$ cat src/bitmap_block_inode_allocator_assert.svh
// ----------------------------------------------------------------------------
// Assertion macros for the bitmap block and inode allocator
// Each macro expands to one labelled concurrent assertion that is clocked by
// clk and switched off while rst_n is low.
// ----------------------------------------------------------------------------
`ifndef BITMAP_BLOCK_INODE_ALLOCATOR_ASSERT_SVH
`define BITMAP_BLOCK_INODE_ALLOCATOR_ASSERT_SVH

// The condition holds at every clock edge.
`define BBIA_ASSERT_ALWAYS(label, cond) \
    label: assert property (@(posedge clk) disable iff (!rst_n) (cond)) \
        else $error("allocator invariant violated");

// Whenever the antecedent holds, the consequent holds in the same cycle.
`define BBIA_ASSERT_SAME(label, ante, cons) \
    label: assert property (@(posedge clk) disable iff (!rst_n) (ante) |-> (cons)) \
        else $error("allocator same-cycle check failed");

// Whenever the antecedent holds, the consequent holds in the next cycle.
`define BBIA_ASSERT_NEXT(label, ante, cons) \
    label: assert property (@(posedge clk) disable iff (!rst_n) (ante) |=> (cons)) \
        else $error("allocator next-cycle check failed");

`endif

$ cat src/bbia_first_zero.sv
// ----------------------------------------------------------------------------
// bbia_first_zero
// Finds the lowest clear bit of a map row among its first avail bits.
// ----------------------------------------------------------------------------
module bbia_first_zero #(
    parameter int WORD_BITS = 32,
    parameter int PW        = 5
) (
    input  logic [WORD_BITS-1:0] row,
    input  logic [PW:0]          avail,
    output logic                 found,
    output logic [PW-1:0]        pos
);

    // Scanned from the top so that the lowest qualifying bit wins.
    always_comb
    begin
        found = 1'b0;
        pos   = '0;
        for (int b = WORD_BITS - 1; b >= 0; b--)
        begin
            if (!row[b] && ((PW + 1)'(b) < avail))
            begin
                found = 1'b1;
                pos   = PW'(b);
            end
        end
    end

endmodule

$ cat config.mk
export PLATFORM = sky130hd
export DESIGN_NAME = bbia_first_zero
export DESIGN_NICKNAME = d
export VERILOG_FILES = /design/src/bitmap_block_inode_allocator_assert.svh /design/src/bbia_first_zero.sv
export SDC_FILE = /design/constraint.sdc
export NUM_CORES = 1
export LEC_CHECK = 0
export BUFFER_PORTS_ARGS = -buffer_cell sky130_fd_sc_hd__clkbuf_2
export CORE_MARGIN = 2
export CORE_UTILIZATION = 51
export DETAILED_ROUTE_END_ITERATION = 10
export PLACE_DENSITY = 0.91
export SKIP_LAST_GASP = 1
export SLEW_MARGIN = 20
export SYNTH_ARGS = -nofsm -noshare
export SYNTH_HDL_FRONTEND = slang
export SYNTH_SLANG_ARGS = --single-unit
$ cat constraint.sdc
create_clock -name vclk -period 2
set_input_delay 0.2 -clock vclk [all_inputs]
set_output_delay 0.2 -clock vclk [all_outputs]
set_load 0.01 [all_outputs]
==> results of run 1 <==
[critical path, stage by stage]
cell	delay, ns
buf_8	0.12
buf_6	0.15
nor3_1	0.36
a211oi_1	0.20
nor2_1	0.27
o221ai_1	0.18
a21o_1	0.19
a211oi_2	0.18
clkbuf_2	0.16
[power by group]
part / leakage [nW] / internal, mW / switching [mW]
clock network: 0 / 0 / 0
registers: 0 / 0 / 0
logic: 0.698 / 0.171 / 0.212
[layout make-up]
class,count,area share [%]
tap,27,2.079
inverter,7,1.617
multi-input combinational,141,65.20
timing repair buffer,73,31.10
[stage by stage]
| stage | util [%] | cells |
|---|---|---|
| detailed placement | 73.88 | 245 |
| global placement | 73.88 | 245 |
| CTS | 76.12 | 245 |
| floorplan | - | 159 |
| finish | 85.46 | 248 |
| global route | 85.46 | 248 |
[metal layers]
metal,part of all wire (%),up-vias
met4,8.5,0
met1,33,764
met3,14,64
met2,45,209
met5,0,-
li1,-,758
[cells by family after synthesis]
group | after synthesis
buf+inv | 18
compound gates | 76
simple gates | 65
[how the worst max path moves through the flow]
| stage | endpoint | from | depth (start not counted) |
|---|---|---|---|
| 4_1_cts | pos[1] | avail[3] | 9 |
| 5_1_grt | pos[0] | avail[2] | 9 |
| 3_3_place_gp | pos[0] | avail[5] | 9 |
| 2_1_floorplan | found | avail[3] | 8 |
| 3_5_place_dp | pos[0] | avail[5] | 9 |
| 6_report | pos[0] | avail[2] | 9 |
[cells in the final DEF (no fill, tap or decap), drive strengths merged, types with 3 or more instances in the layout]
| cell type | count |
|---|---|
| a211oi | 6 |
| and3 | 4 |
| a31oi | 3 |
| nor2 | 10 |
| o22ai | 3 |
| clkbuf | 35 |
| nor2b | 5 |
| o32ai | 3 |
| nand4b | 3 |
| a21oi | 20 |
| nand2 | 14 |
| o21ai | 11 |
| nor3 | 6 |
| buf | 38 |
| nand3 | 7 |
| nand2b | 5 |
| inv | 7 |
| o211ai | 3 |
[timing repair]
item | CTS | global route
buffers inserted | 1 | 3
endpoints found under the setup margin | 5 | 6
pin swaps | 7 | 16
resized for setup | 14 | 48
==> run metrics, run 1 <==
Final Cycle Share 110.9%; Max Fanout on Critical Path 12; Diodes inserted 0; share of cells above drive strength 1 51.13%; f_max 450.8 MHz; Final min period 2.218 ns; DRT antenna net count 0; path type of the worst min-delay path in2out; CP Class in2out; Avg WL per Cell 20.01 um; GR peak layer met2; Residual DRC 0; number of distinct library cells after synthesis 55; Area contributors post-synth a21oi_1 (9.0%), nand2_1 (5.2%), o21ai_0 (5.0%); CORE AREA 1902 um^2; Reg area 0 um^2; Compound-Gate Fraction of Synth Area 54.48%; met3 usage 1.235%; cell with the most instances after synthesis a21oi_1; Top Ports 44; failing checks negative setup slack; Rel. slew slack 70.45%; number of synthesis warnings 0; Hold Path Depth 4; largest net degree at the start of global routing 18; vias 1,795; GP Congestion 0.9864; Final Max Tran Viols 0; Synth area leader a21oi_1; Post-Synth Simple-Gate Area 36.69%; Hold-fix buffers, CTS 0; dpl ws -0.04482 ns; worst slew pin tran 0.4406 ns; multi-input combinational cell area 1060 um^2; # nets final 261; Hold Startpoint row[0]; die footprint 2344 um^2; die width 48.41 um; TritonRoute pass-1 iters 6; initial antenna violation count 0; DR iter-0 viols 181; mux share of post-synthesis cell area 0%; Final setup viols 3; first-pass GRT wire length 6292 um; Min-Delay Endpoint pos[0]; outcome finished, violations left; leakage 0.6977 nW; area post-placement 1405 um^2; Area growth syn-to-layout 61.57%; Synth Area in Adders 0%; syn_area_per_cell 6.327 um^2; # port buffers 44; CP required 1.80 ns; kind of start point of the critical path input pin; met1 Use GR 41.86%; total grt overflow 0; power per cell area 235.2 nW/um^2; largest family of logic cells by synthesized area compound AO/OA/AOI/OAI gates; final setup TNS -0.2767 ns; cell area after synthesis 1006 um^2; vias in the first global route 1,433; sequential-to-total area share from yosys stat 0%; seq_cells 0; Clock Buffer Count 0; Syn Nets 197; XOR/XNOR Fraction of Synth Area 0%; met2 global-route usage 57.87%; total design power 0.3823 mW; row count 16; setup ws final -0.2184 ns; final hold slack 0.8380 ns; WP data arrival 2.02 ns; final hold viol count 0; post-route cell area 1625 um^2; Worst IR Drop VDD 0.1574 mV; final wirelength 4962 um; Yosys top cell area share 8.955%; DR vias/cell 7.238; Die Ht 48.41 um; dpl hpwl 3037 um; endpoint class of the critical path output port; total global-route track usage 32.10%; top cells by count, synth a21oi_1 (18), nand2_1 (14), nor2_1 (10), o21ai_0 (10), buf_2 (8); Initial Utilization 52.89%; Max-Cap Viols 0; Fill cells 110; RSZ-0062 raised after global routing yes; Mapped Cells 159
No activity file was read; power rests on OpenSTA's default activity.
==> run 2: changes to the inputs <==
Settings changed: CORE_MARGIN 2 to default.
==> run metrics, run 2 <==
outcome aborted with a tool error (was finished, violations left); Fail Step global routing (5_1_grt); stop err [ERROR DPL-0038] Utilization greater than 100%, impossible to legalize; area post-placement 1398 um^2 (was 1405 um^2); GP Congestion 0.9892 (was 0.9864); end pin of the worst setup path after global-route repair pos[1]; # port buffers 44 (unchanged); cell with the most instances after synthesis a21oi_1 (unchanged); Synth area leader a21oi_1 (unchanged); Yosys top cell area share 8.955% (unchanged); Worst EP Category primary output; Mapped Cells 159 (unchanged); largest net degree at the start of global routing 13; row count 15 (was 16); Initial Utilization 56.42% (was 52.89%); syn_area_per_cell 6.327 um^2 (unchanged); dpl hpwl 3420 um (was 3037 um); sequential-to-total area share from yosys stat 0% (unchanged); die width 46.41 um (was 48.41 um); number of synthesis warnings 0 (unchanged); cell area after synthesis 1006 um^2 (unchanged); Syn Nets 197 (unchanged); number of distinct library cells after synthesis 55 (unchanged); top cells by count, synth a21oi_1 (18), nand2_1 (14), nor2_1 (10), o21ai_0 (10), buf_2 (8) (unchanged); Hold-fix buffers, CTS 0 (unchanged); Die Ht 46.41 um (was 48.41 um); Top Ports 44 (unchanged); Area contributors post-synth a21oi_1 (9.0%), nand2_1 (5.2%), o21ai_0 (5.0%) (unchanged)
-- run 2: cell counts after synthesis --
No cell type changed its count.
-- run 2: cells by family after synthesis --
logic type / synth area share (%)
AND/OR/NAND/NOR: 36.69
AO/OA/AOI/OAI: 54.48
buffers and inverters: 8.831
-- run 2: timing repair --
item,CTS
buffers inserted,0
pin swaps,1
endpoints found under the setup margin,6
gates resized for setup,7
-- run 2: metrics by stage --
| stage | std cells | setup TNS, ns | util [%] | setup slack, ns | hold WS, ns |
|---|---|---|---|---|---|
| detailed placement | 244 | -0.3563 | 78.39 | -0.07386 | 0.8496 |
| CTS | 244 | -0.07394 | 80.28 | -0.03277 | 0.8514 |
| global placement | 244 | -0.01228 | 78.39 | -0.007148 | 0.8464 |
| floorplan | 159 | 0 | - | 0.1954 | 0.5930 |
==> run 3: changes to the inputs <==
Settings changed: CORE_AREA from default to 2 2 63 65, CORE_UTILIZATION 51 to default, DIE_AREA from default to 0 0 65 67, PLACE_DENSITY 0.91 to default, PLACE_DENSITY_LB_ADDON from default to 0.15.
==> run metrics, run 3 (synthesis gave the netlist of run 1 again) <==
outcome completed (was aborted with a tool error); DRT met1 WL 1796 um; TritonRoute pass-1 iters 4; Worst IR Drop VDD 0.1035 mV; slowest cell on the critical path or4_4; RSZ-0062 raised after global routing yes; final hold viol count 0; Reg area 0 um^2; Max Used Layer met4; Diodes inserted 0; total grt overflow 0; Rel. slew slack 66.97%; f_max 503.3 MHz; die width 65 um (was 46.41 um); Top Ports 44 (unchanged); most frequent cells in the layout buf_4 (37), clkbuf_2 (34), a21oi_1 (15); largest net degree at the start of global routing 11; WP data arrival 1.79 ns; power per cell area 216.3 nW/um^2; seq_cells 0; CORE AREA 3606 um^2; dpl hpwl 3237 um (was 3420 um); total global-route track usage 17.97%; Hold-fix buffers, CTS 0 (unchanged); DR vias/cell 5.414; Avg WL per Cell 14.27 um; total design power 0.3944 mW; share of cells above drive strength 1 53.59%; final setup TNS 0 ns; Max Fanout on Critical Path 6; critical-path cell list buf_6 -> buf_12 -> o211ai_1 -> a21oi_2 -> or4_4 -> o21ai_4 -> a211oi_2 -> o22ai_1 -> buf_2; Die Ht 67 um (was 46.41 um); Residual DRC 0; kind of start point of the critical path input pin; Final min period 1.987 ns; DRT antenna net count 0; Finished Layout Cells 285; Clock Buffer Count 0; Fill cells 354; die footprint 4355 um^2; DR iter-0 viols 53; final hold slack 0.9008 ns; path type of the worst min-delay path in2out; Bufs and invs on worst path 3; vias 1,543; CP required 1.80 ns; initial antenna violation count 0; met2 routed WL 2029 um; DP Cell Count 279 (was 244); Initial Utilization 27.90% (was 56.42%); GP Congestion 0.8445 (was 0.9892); Final Max Tran Viols 0; row count 22 (was 15); Finished Core Util 50.56%; # nets final 277; first-pass GRT wire length 6348 um; Final setup viols 0; worst slew pin tran 0.4916 ns; CP Class in2out; Top delay family on crit path compound AO/OA/AOI/OAI gates; # port buffers 44 (unchanged); final wirelength 4068 um; DR WL met3 210 um; Max-Cap Viols 0; Area growth syn-to-layout 81.22%; endpoint class of the critical path output port; commonest non-fill, non-tap cell in the layout buf_4; CP max stage delay 0.53 ns; vias in the first global route 1,397; leakage 0.7999 nW; Final Cycle Share 99.35%
## run 3: cell type report
type,count,area (um^2),area share [%]
Multi-Input combinational cell,141,1067,58.54
Inverter,7,26.28,1.441
Tap cell,48,60.06,3.294
Timing Repair Buffer,89,669.4,36.72
## run 3: repair_timing
action | 4_1_cts | 5_1_grt
pin swaps | 3 | 11
buffers inserted | 1 | 4
endpoints found under the setup margin | 6 | 6
gates resized for setup | 7 | 49
cloned | 0 | 1
hold endpoints to repair | 0 | 0
## run 3: layer usage
| metal | vias up | track usage [%] |
|---|---|---|
| met5 | - | 0 |
| met2 | 45 | 30.67 |
| li1 | 789 | - |
| met4 | 0 | 2.128 |
| met1 | 705 | 25.30 |
| met3 | 4 | 1.182 |
## run 3: worst paths after layout
kind                     end  slack (ns)  cells past startpoint  startpoint
worst max-delay path  pos[1]        0.01                      9    avail[2]
worst min-delay path  pos[0]        0.90                      4      row[0]
## run 3: power breakdown
group / internal [mW] / leakage [nW] / switching, mW
registers: 0 / 0 / 0
logic: 0.201 / 0.800 / 0.194
clock network: 0 / 0 / 0
total: 0.201 / 0.800 / 0.194
## run 3: stage by stage
| stage | instance area, um^2 | worst slack (ns) |
|---|---|---|
| finish | 1823 | 0.01298 |
| floorplan | 1006 | 0.1954 |
| global placement | 1554 | -0.05942 |
| global route | 1823 | -0.07804 |
| detailed placement | 1554 | -0.06630 |
| CTS | 1593 | -0.03902 |
==> run 4: changes to the inputs <==
==> constraint.sdc (replaced) <==
create_clock -name vclk -period 2
set_input_delay 0 -clock vclk [all_inputs]
set_output_delay 0 -clock vclk [all_outputs]
set_load 0.01 [all_outputs]
==> run metrics, run 4 (synthesis gave the netlist of run 1 again) <==
CORE AREA 3606 um^2 (unchanged); final setup TNS 0 ns (unchanged); Reg area 0 um^2 (unchanged); Final setup viols 0 (unchanged); seq_cells 0 (unchanged); Diodes inserted 0 (unchanged); clock network power share 0% (about the same); Min-Delay Endpoint pos[0] (unchanged); Area growth syn-to-layout 30.60% (was 81.22%); kind of start point of the critical path input pin (unchanged); Residual DRC 0 (unchanged); Sw Pwr 0.1580 mW (was 0.1938 mW); Rel. slew slack 68.06% (was 66.97%); slowest cell on the critical path or4_4 (unchanged); row count 22 (unchanged); outcome completed (unchanged); CP most frequent cell clkbuf_2; Die Ht 67 um (unchanged); critical-path cell list clkbuf_2 -> or2_4 -> or4_4 -> a31o_1 -> nor3_2 -> nand3_1 -> a21oi_2 -> clkbuf_2 (was buf_6 -> buf_12 -> o211ai_1 -> a21oi_2 -> or4_4 -> o21ai_4 -> a211oi_2 -> o22ai_1 -> buf_2); WP data arrival 1.81 ns (was 1.79 ns); DR iter-0 viols 117 (was 53); total global-route track usage 16.69% (was 17.97%); Bufs and invs on worst path 2 (was 3); commonest non-fill, non-tap cell in the layout clkbuf_2 (was buf_4); final hold viol count 0 (unchanged); Top delay family on crit path simple AND/OR/NAND/NOR gates (was compound AO/OA/AOI/OAI gates); Hold Path Depth 4 (unchanged); total grt overflow 0 (unchanged); Hold-fix buffers, CTS 0 (unchanged); Hold Startpoint row[0] (unchanged); Final Cycle Share 90.74% (was 99.35%); DRT antenna net count 0 (unchanged); CP Class in2out (unchanged); Clock Buffer Count 0 (unchanged); vias 1,433 (was 1,543); Top Ports 44 (unchanged); CP required 2.00 ns (was 1.80 ns); DP Cell Count 251 (was 279); dpl hpwl 3115 um (was 3237 um); met1 Use GR 23.20% (was 25.30%); Max-Cap Viols 0 (unchanged); RSZ-0062 raised after global routing no (was yes); # nets final 243 (was 277); Max Fanout on Critical Path 13 (was 6); met2 global-route usage 27.96% (was 30.67%); initial antenna violation count 0 (unchanged); Setup Buffers After CTS 0 (was 1); Worst IR Drop VDD 0.09515 mV (was 0.1035 mV); met3 usage 2.027% (was 1.182%); Initial Utilization 27.90% (unchanged); # port buffers 44 (unchanged); worst slew pin tran 0.4759 ns (was 0.4916 ns); proportion of power drawn by combinational gates 100.0% (about the same); Avg WL per Cell 14.74 um (was 14.27 um); share of cells above drive strength 1 34.98% (was 53.59%); Sw Ratio 57.29% (was 49.15%); power per cell area 210.0 nW/um^2 (was 216.3 nW/um^2); largest net degree at the start of global routing 16 (was 11); Final min period 1.815 ns (was 1.987 ns); Final Max Tran Viols 0 (unchanged); Finished Layout Cells 251 (was 285); die footprint 4355 um^2 (unchanged); GP Congestion 0.9712 (was 0.8445); GR peak layer met2 (unchanged); f_max 551.0 MHz (was 503.3 MHz); DR vias/cell 5.709 (was 5.414); TritonRoute pass-1 iters 4 (unchanged); most frequent cells in the layout clkbuf_2 (44), a21oi_1 (18), nand2_1 (14) (was buf_4 (37), clkbuf_2 (34), a21oi_1 (15)); final wirelength 3699 um (was 4068 um); die width 65 um (unchanged); endpoint class of the critical path output port (unchanged); path type of the worst min-delay path in2out (unchanged); Fill cells 406 (was 354); Power Internal 0.1178 mW (was 0.2006 mW); Reg power frac 0% (about the same); first-pass GRT wire length 5885 um (was 6348 um); CP max stage delay 0.49 ns (was 0.53 ns); vias in the first global route 1,300 (was 1,397); leakage 0.5624 nW (was 0.7999 nW)
-- run 4: cell types whose count changed in the layout (fill, tap and decap cells not counted), sizes merged --
cell and delta:
clkbuf +8, buf -42
-- run 4: through the flow --
| step | utilization, % | hold slack [ns] | worst slack (ns) | instance area, um^2 | total power [mW] |
|---|---|---|---|---|---|
| 6_report | 36.43 | 0.4379 | 0.1852 | 1314 | 0.2758 |
| 5_1_grt | 36.43 | 0.4958 | 0.03212 | 1314 | 0.3029 |
| 4_1_cts | 36.22 | 0.4383 | 0.1297 | 1306 | 0.2716 |
| 3_5_place_dp | 36.22 | 0.4321 | 0.1366 | 1306 | 0.2700 |
| 3_3_place_gp | 36.22 | 0.4359 | 0.08405 | 1306 | 0.2756 |
| 2_1_floorplan | - | 0.1930 | 0.5954 | 1006 | 0.1690 |
-- run 4: worst max path at each step --
stage	startpoint	to	slack [ns]	cells after the start
floorplan	avail[3]	found	0.60	8
global placement	avail[1]	found	0.08	9
detailed placement	avail[1]	found	0.14	9
CTS	avail[1]	found	0.13	9
global route	avail[5]	pos[4]	0.03	8
finish	avail[5]	pos[4]	0.19	8
-- run 4: layer usage --
metal  part of all wire, %  wire [um]
met5                     0          0
met2                    46       1701
met3                   7.0        258
met4                   1.2         44
met1                    46       1694
-- run 4: area by class of cell --
cell class | instances | area (um^2) | area share (%)
inverter | 7 | 26.28 | 2.000
multi-input combinational | 141 | 924.6 | 70.38
tap | 48 | 60.06 | 4.571
timing repair buffer | 55 | 302.8 | 23.05
-- run 4: timing repair --
action                                  4_1_cts  5_1_grt
gates resized for setup                       0        2
endpoints found under the setup margin        0        4
endpoints found under the hold margin         0        0
-- run 4: power groups by stage --
stage	combinational [mW]	sequential [mW]	clock (mW)
after global placement	0.276	0	0
after global routing	0.303	0	0
after CTS	0.272	0	0
after floorplan	0.169	0	0
after detailed placement	0.270	0	0
final	0.276	0	0
